===== src/hw/rtl/talu_div_step.sv =====
// ----------------------------------------------------------------------------
// talu_div_step: one restoring division step
// Shifts the remainder/quotient pair left by one and retires one quotient bit.
// ----------------------------------------------------------------------------
module talu_div_step #(
   parameter int VALUE_WIDTH = 36
) (
   input  logic [2*VALUE_WIDTH-1:0] rq,
   input  logic [VALUE_WIDTH-1:0]   divisor,
   output logic [2*VALUE_WIDTH-1:0] rq_next
);

   logic [VALUE_WIDTH:0] top;
   logic [VALUE_WIDTH:0] diff;
   logic                 ge;

   always_comb begin
      top  = rq[2*VALUE_WIDTH-1:VALUE_WIDTH-1];
      diff = top - {1'b0, divisor};
      ge   = (top >= {1'b0, divisor});
      rq_next = {(ge ? diff[VALUE_WIDTH-1:0] : top[VALUE_WIDTH-1:0]),
                 rq[VALUE_WIDTH-2:0], ge};
   end

endmodule


===== config.mk =====
export PLATFORM = sky130hd
export DESIGN_NAME = talu_div_step
export DESIGN_NICKNAME = d
export VERILOG_FILES = /design/src/hw/rtl/talu_div_step.sv
export SDC_FILE = /design/constraint.sdc
export NUM_CORES = 1
export LEC_CHECK = 0
export BUFFER_PORTS_ARGS = -buffer_cell sky130_fd_sc_hd__buf_2
export CAP_MARGIN = 20
export CORE_MARGIN = 10
export CORE_UTILIZATION = 50
export DETAILED_ROUTE_END_ITERATION = 6
export GPL_TIMING_DRIVEN = 0
export PLACE_DENSITY = 0.9
export SYNTH_ARGS = -nofsm -noshare
export SYNTH_HDL_FRONTEND = slang
export SYNTH_SLANG_ARGS = --single-unit

===== constraint.sdc =====
create_clock -name vclk -period 7.7
set_input_delay 1.925 -clock vclk [all_inputs]
set_output_delay 1.925 -clock vclk [all_outputs]
set_load 0.01 [all_outputs]

# --- Word-level counts from Yosys, hierarchy flattened ---
# Index checks and enable logic that the tools add are counted.
word_totals:
  ff_bits: 0
  input_bits: 108
  out_inout_bits: 72
  word_cells: 3
op_classes:
  addsub: 1
  order_cmp: 1
  mux: 1
ops:
  columns: ["operator", "n"]
  rows:
  - ["37-bit by 36-bit >= comparator with 1-bit output", 1]
  - ["36-bit 2-to-1 mux", 1]
  - ["36-bit subtractor", 1]

# --- Depth between registers and ports, before layout ---
# Gate-level depths: netlist of run 1.
logic_depth:
  ltp_word: 2
  mapped_depth: 14
  mapped_depth_nobuf: 11

# --- Least setup slack after synthesis of run 1 ---
# Ideal clock, no wire load.
synth_timing:
  path_type: "in2out"
  start: "input port divisor[28]"
  end: "output port rq_next[70]"
  t_arrival_ns: 4.071
  t_required_ns: 5.775
  slack_ns: 1.704
  path_stages: 12
  n_path_buf: 3
  cell_sequence: "inv_1 > ha_1 > buf_2 > a21o_1 > a211o_1 > and2_1 > a211o_2 > nor2_4 > buf_6 > buf_6 > a211oi_1 > nor3_1"
synth_via:
  elab_chain_cells: 2
  word_cells_on_any_way: 3
  classes_between: "1 x add/sub; 1 x order compare; 1 x mux"
synth_lines:
  columns: ["element", "line_no", "rtl"]
  rows:
  - ["from (decl)", "9", "input logic [VALUE_WIDTH-1:0] divisor,"]
  - ["36-bit subtractor / 37-bit by 36-bit >= comparator with 1-bit output (equally long branches)", "19, 20", null]
  - ["36-bit 2-to-1 mux *", "21", "rq_next = {(ge ? diff[VALUE_WIDTH-1:0] : top[VALUE_WIDTH-1:0]),"]
  - ["to (decl)", "10", "output logic [2*VALUE_WIDTH-1:0] rq_next"]
# Mark *: on every way between the ends. The rest lies on a longest branch, timed or not.

# --- Worst setup path in the final report of run 1 ---
layout_timing:
  start: "input port rq[57]"
  end: "output port rq_next[64]"
layout_via:
  elab_chain_cells: 2
  word_cells_on_any_way: 3
  classes_between: "1 x add/sub; 1 x order compare; 1 x mux"
layout_lines:
  columns: ["element", "line_no", "rtl"]
  rows:
  - ["from (decl)", "8", "input logic [2*VALUE_WIDTH-1:0] rq,"]
  - ["36-bit subtractor / 37-bit by 36-bit >= comparator with 1-bit output (equally long branches)", "19, 20", null]
  - ["36-bit 2-to-1 mux *", "21", null]
# Marked as above.

==> flow_summary.json, run 1 <==
{
  "outcome": "complete, no violations",
  "die_y_um": 98.1,
  "io-pin-count": 180,
  "avgSynthCellArea_um2": 6.57,
  "die_area_mm2": 0.00962,
  "worstPathArrival_ns": 4.56,
  "worstSetupEndpointType": "output port",
  "seq_cells": 0,
  "timing.final.ws_setup_ns": 1.21,
  "layoutNonFillerInstCount": 684,
  "swShare_pct": 55.6,
  "synth_nets": 609,
  "seq_area_um2": 0,
  "drc": 0,
  "place_ws_ns": 1.24,
  "drive_above_1_share_pct": 36.5,
  "finalCritPeriodShare_pct": 84.3,
  "yosysSeqAreaShare_pct": 0,
  "diodes": 0,
  "grt_overflow_total": 0,
  "worstSetupStartpointType": "input pin",
  "wire_per_inst_um": 15.5,
  "dpl.hpwl_um": 9380,
  "setup_violations": 0,
  "p_int_uw": 158,
  "core_mm2": 0.00592,
  "power_frac_comb_pct": 100.0,
  "relSlewSlack_pct": 67.8,
  "path_class": "in -> out",
  "seq_power_share_pct": 0,
  "hold_violations": 0,
  "worstPathRequired_ns": 5.78,
  "totalWireLength_um": 10600,
  "period_minus_slack_ns": 6.49,
  "slowest_delay_ns": 0.38,
  "die_w_um": 98.1,
  "hp-class": "in -> out",
  "dpl.cell_count": 684,
  "vias": 3722,
  "postRouteAntennaNets": 0,
  "grt_pass1_vias": 3757,
  "initial_utilization_pct": 51.5,
  "antenna_found_initial": 0,
  "cts_resized": 0,
  "track_usage_pct": 19.8,
  "cp_num_buf_inv": 6,
  "synth_cells": 464,
  "p_leak_nw": 2.16,
  "io_buffers": 145,
  "synthDistinctLibCells": 61,
  "whs_ns": 4.04,
  "p_per_area_mw_per_mm2": 92.2,
  "crit_path_top_delay_cell": "a211o_2",
  "crit_chain": "buf_2 > ha_1 > buf_2 > a21o_1 > a21o_1 > a211oi_2 > a21oi_1 > a211o_2 > nor2_4 > buf_6 > buf_6 > buf_6 > nand2_1 > o21ai_1 > buf_2",
  "ctsHoldBuffers": 0,
  "finalSetupTns_ns": 0,
  "fp-row-count": 28,
  "worstMarginPinSlew_ns": 0.483,
  "first_pass_iters": 4,
  "area_growth_pct": 26.9,
  "grt_first_pass_wirelength_um": 17000,
  "synth_area_mm2": 0.00305,
  "critical-path-top-delay-family": "compound AO/OA/AOI/OAI gates",
  "yosysWarnings": 0,
  "rsz0062_at_grt": "false",
  "postCtsSetupBuffers": 0,
  "drv_slew": 0,
  "clock_buffers": 0,
  "power_frac_clock_pct": 0,
  "clock.fmax_mhz": 154,
  "nets": 756,
  "drt_iter0_markers": 136,
  "cp_max_fo": 10,
  "vias_per_cell": 5.44,
  "grt_max_degree": 11,
  "place.gp.congestion": 0.912,
  "p_total_uw": 357,
  "p_sw_uw": 198,
  "maxCapViolCount": 0,
  "peakVddDrop_uv": 47.4
}
[power by group through the flow]
stage                     clock [mW]  combinational, mW  sequential, mW
after floorplan                    0              0.242               0
after global placement             0              0.348               0
after detailed placement           0              0.356               0
after CTS                          0              0.357               0
after global routing               0              0.392               0
final                              0              0.357               0
[layer usage]
| metal | vias up | GRT usage (%) | share of wire [%] |
|---|---|---|---|
| met5 | - | 0 | 0 |
| met3 | 12 | 3.31 | 6.9 |
| met4 | 0 | 2.35 | 1.4 |
| li1 | 1887 | - | - |
| met1 | 1703 | 21.7 | 39 |
| met2 | 120 | 39.1 | 53 |
[layout by cell type, fill, tap and decap left out, drive strengths merged, types with 3 or more instances in the layout]
cell type | Yosys | final
a31oi | 5 | 5
o211ai | 5 | 5
nor2b | 3 | 3
mux2i | 3 | 3
o21a | 6 | 6
a211oi | 5 | 5
nand4 | 10 | 10
buf | 49 | 194
a21o | 26 | 26
nand2b | 4 | 4
nand3 | 8 | 8
o21ai | 46 | 46
and2 | 3 | 3
xnor2 | 16 | 16
inv | 48 | 48
nor2 | 25 | 25
nand2 | 55 | 55
xor2 | 13 | 13
a21oi | 38 | 38
clkbuf | 8 | 8
nor3 | 16 | 16
o21bai | 4 | 4
a2111oi | 4 | 4
ha | 36 | 36
[cells in the mapped netlist (3+ instances only)]
cell type,number,area (um^2)
a2111oi_2,3,45.0
a211oi_1,3,22.5
a21o_1,26,195
a21oi_1,38,190
a31oi_1,5,31.3
buf_2,9,45.0
buf_4,36,270
buf_6,4,45.0
clkbuf_1,5,18.8
clkbuf_2,3,15.0
ha_1,36,450
inv_1,47,176
mux2i_1,3,30.0
nand2_1,55,206
nand2b_1,4,25.0
nand3_1,8,40.0
nand4_1,9,56.3
nor2_1,24,90.1
nor2b_1,3,18.8
nor3_1,13,65.1
o211ai_1,5,37.5
o21a_1,6,45.0
o21ai_0,25,125
o21ai_1,19,95.1
o21bai_1,4,30.0
xnor2_1,16,140
xor2_1,13,114
[logic make-up after synthesis]
family                     share of synthesized area, %
xor gates and xnor gates                           8.33
adders and majority gates                          15.4
AOI/OAI and AO/OA                                  32.9
buffers and inverters                              18.8
muxes                                              1.85
and+or+nand+nor                                    22.7
[final timing paths]
kind / from / end / slack, ns / depth (start not counted)
max: rq[57] / rq_next[64] / 1.21 / 15
min: rq[19] / rq_next[20] / 4.04 / 2
[final cells by class]
| cell class | instances | area (um^2) |
|---|---|---|
| multi-input combinational | 359 | 2480 |
| fill | 577 | 2050 |
| timing repair buffer | 145 | 726 |
| buffer | 57 | 394 |
| inverter | 48 | 180 |
| tap | 75 | 93.8 |
[per-stage QoR]
step / cell area, um^2 / util, %
2_1_floorplan: 3050 / -
3_3_place_gp: 3870 / 65.4
3_5_place_dp: 3870 / 65.4
4_1_cts: 3870 / 65.4
5_1_grt: 3870 / 65.4
6_report: 3870 / 65.4
Note: power is estimated with default switching activity, not from simulation.
==> run 2, diff against run 1 <==
- ABC_AREA: unset -> 1
- PLACE_DENSITY: 0.9 -> 0.86
- clock period: 7.7 -> 6.8 ns (I/O delays scaled with it)
==> flow_summary.json, run 2 <==
{
  "hold_violations": 0,
  "die_w_um": 106,
  "area_growth_pct": 23.0,
  "finalCritPeriodShare_pct": 80.4,
  "p_int_uw": 171,
  "hp-class": "in -> out",
  "cp_max_fo": 10,
  "maxCapViolCount": 0,
  "worstSetupStartpointType": "input pin",
  "postRouteAntennaNets": 0,
  "die_area_mm2": 0.0112,
  "clock_buffers": 0,
  "vias_per_cell": 4.81,
  "grt_max_degree": 11,
  "period_minus_slack_ns": 5.47,
  "seq_cells": 0,
  "synthDistinctLibCells": 31,
  "cts_resized": 0,
  "layout_commonest_cell": "nand2_1",
  "p_per_area_mw_per_mm2": 93.1,
  "worstMarginPinSlew_ns": 0.438,
  "nets": 1025,
  "swShare_pct": 59.6,
  "synth.most_common_cell": "nand2_1",
  "min_from": "rq[5]",
  "drt_iter0_markers": 297,
  "vias": 4704,
  "crit_chain": "buf_2 > ha_1 > nand2_1 > nor2_1 > nand2_1 > inv_1 > nand4_1 > nand3_1 > inv_2 > buf_1 > nand3_1 > nand2_1 > buf_2",
  "clock.fmax_mhz": 183,
  "fp-row-count": 31,
  "wire_per_inst_um": 12.6,
  "synth_common_cells": "263 x nand2_1, 134 x inv_1, 80 x nand3_1, 55 x nor2_1",
  "critical-path-top-delay-family": "buffers and inverters",
  "diodes": 0,
  "power_frac_comb_pct": 100.0,
  "dpl.hpwl_um": 11100,
  "whs_ns": 3.59,
  "finalSetupTns_ns": 0,
  "seq_power_share_pct": 0,
  "antenna_found_initial": 0,
  "p_total_uw": 424,
  "synth_nets": 878,
  "grt_pass1_vias": 4471,
  "worst_path_most_repeated_cell": "nand2_1",
  "synth_area_mm2": 0.00370,
  "avgSynthCellArea_um2": 5.05,
  "p_sw_uw": 253,
  "initial_utilization_pct": 51.3,
  "yosysTopAreaCellShare_pct": 26.7,
  "path_class": "in -> out",
  "totalWireLength_um": 12300,
  "grt_overflow_total": 0,
  "cp_num_buf_inv": 5,
  "rsz0062_at_grt": "false",
  "drive_above_1_share_pct": 26.0,
  "synth_cells": 733,
  "drv_slew": 0,
  "relSlewSlack_pct": 70.8,
  "outcome": "complete, no violations",
  "postCtsSetupBuffers": 0,
  "hold_end": "rq_next[6]",
  "final_core_util_pct": 63.0,
  "worstPathRequired_ns": 5.10,
  "power_frac_clock_pct": 0,
  "drc": 0,
  "final_cell_mix": "263 x nand2_1, 148 x buf_2, 134 x inv_1",
  "synthTopCellsByArea": "nand2_1 27%, inv_1 14%, ha_1 12%",
  "grt_first_pass_wirelength_um": 19700,
  "hold_depth": 2,
  "place.gp.congestion": 0.950,
  "slowest_delay_ns": 0.38,
  "io-pin-count": 180,
  "die_y_um": 106,
  "track_usage_pct": 19.9,
  "seq_area_um2": 0,
  "p_leak_nw": 2.97,
  "core_mm2": 0.00721,
  "ctsHoldBuffers": 0,
  "first_pass_iters": 5,
  "yosysSeqAreaShare_pct": 0,
  "io_buffers": 145,
  "crit_path_top_delay_cell": "buf_1",
  "setup_violations": 0,
  "peakVddDrop_uv": 43.8,
  "worstSetupEndpointType": "output port",
  "synth_top_area_cell": "nand2_1",
  "yosysWarnings": 0,
  "worstPathArrival_ns": 3.77
}
[run 2: cell types whose count changed in the layout (fill, tap and decap cells not counted), moves of 9 or more]
cell | before | now
inv_1 | 47 | 134
nor2_1 | 24 | 55
a21o_1 | 26 | 0
nand2_2 | 0 | 18
nand3_1 | 8 | 80
xnor2_1 | 16 | 1
nand2_1 | 55 | 263
o21ai_0 | 25 | 6
a21oi_1 | 38 | 25
o21ai_1 | 19 | 0
nor2_2 | 0 | 9
[run 2: cells by family after synthesis]
| family | after synthesis | share of synthesized area, % |
|---|---|---|
| buf+inv | 185 | 23.6 |
| compound gates | 41 | 6.26 |
| fa+ha+maj | 37 | 12.7 |
| simple gates | 452 | 53.1 |
| xor+xnor | 18 | 4.26 |
[run 2: area by class of cell]
type	instances	area (um^2)
buffer	46	353
fill	797	2670
inverter	139	522
multi-input combinational	548	2820
tap	99	124
timing repair buffer	145	726
[run 2: worst max path at each step]
stage                  endpoint    from  depth (start not counted)  slack (ns)
floorplan           rq_next[52]  rq[35]                         13        1.90
global placement    rq_next[65]  rq[49]                         13        1.36
detailed placement  rq_next[65]  rq[50]                         13        1.34
CTS                 rq_next[65]  rq[49]                         13        1.34
global route        rq_next[66]  rq[35]                         17        1.17
finish              rq_next[65]  rq[49]                         13        1.33
[run 2: power by group through the flow]
stage / clock [mW] / combinational (mW) / sequential, mW
2_1_floorplan: 0 / 0.290 / 0
3_3_place_gp: 0 / 0.420 / 0
3_5_place_dp: 0 / 0.423 / 0
4_1_cts: 0 / 0.425 / 0
5_1_grt: 0 / 0.479 / 0
6_report: 0 / 0.424 / 0
[run 2: layer usage]
metal	GRT usage [%]	share of wire, %	routed length (um)	vias to the layer above
met2	33.3	43	5340	202
met3	4.71	11	1300	8
li1	-	-	-	2513
met5	0	0	0	-
met1	26.1	45	5500	1981
met4	2.13	1.1	130	0
[run 2: stage by stage]
| stage | area (um^2) | setup slack, ns | std cells |
|---|---|---|---|
| 3_3_place_gp | 4550 | 1.36 | 977 |
| 2_1_floorplan | 3700 | 1.90 | 733 |
| 4_1_cts | 4550 | 1.34 | 977 |
| 6_report | 4550 | 1.33 | 977 |
| 5_1_grt | 4550 | 1.17 | 977 |
| 3_5_place_dp | 4550 | 1.34 | 977 |
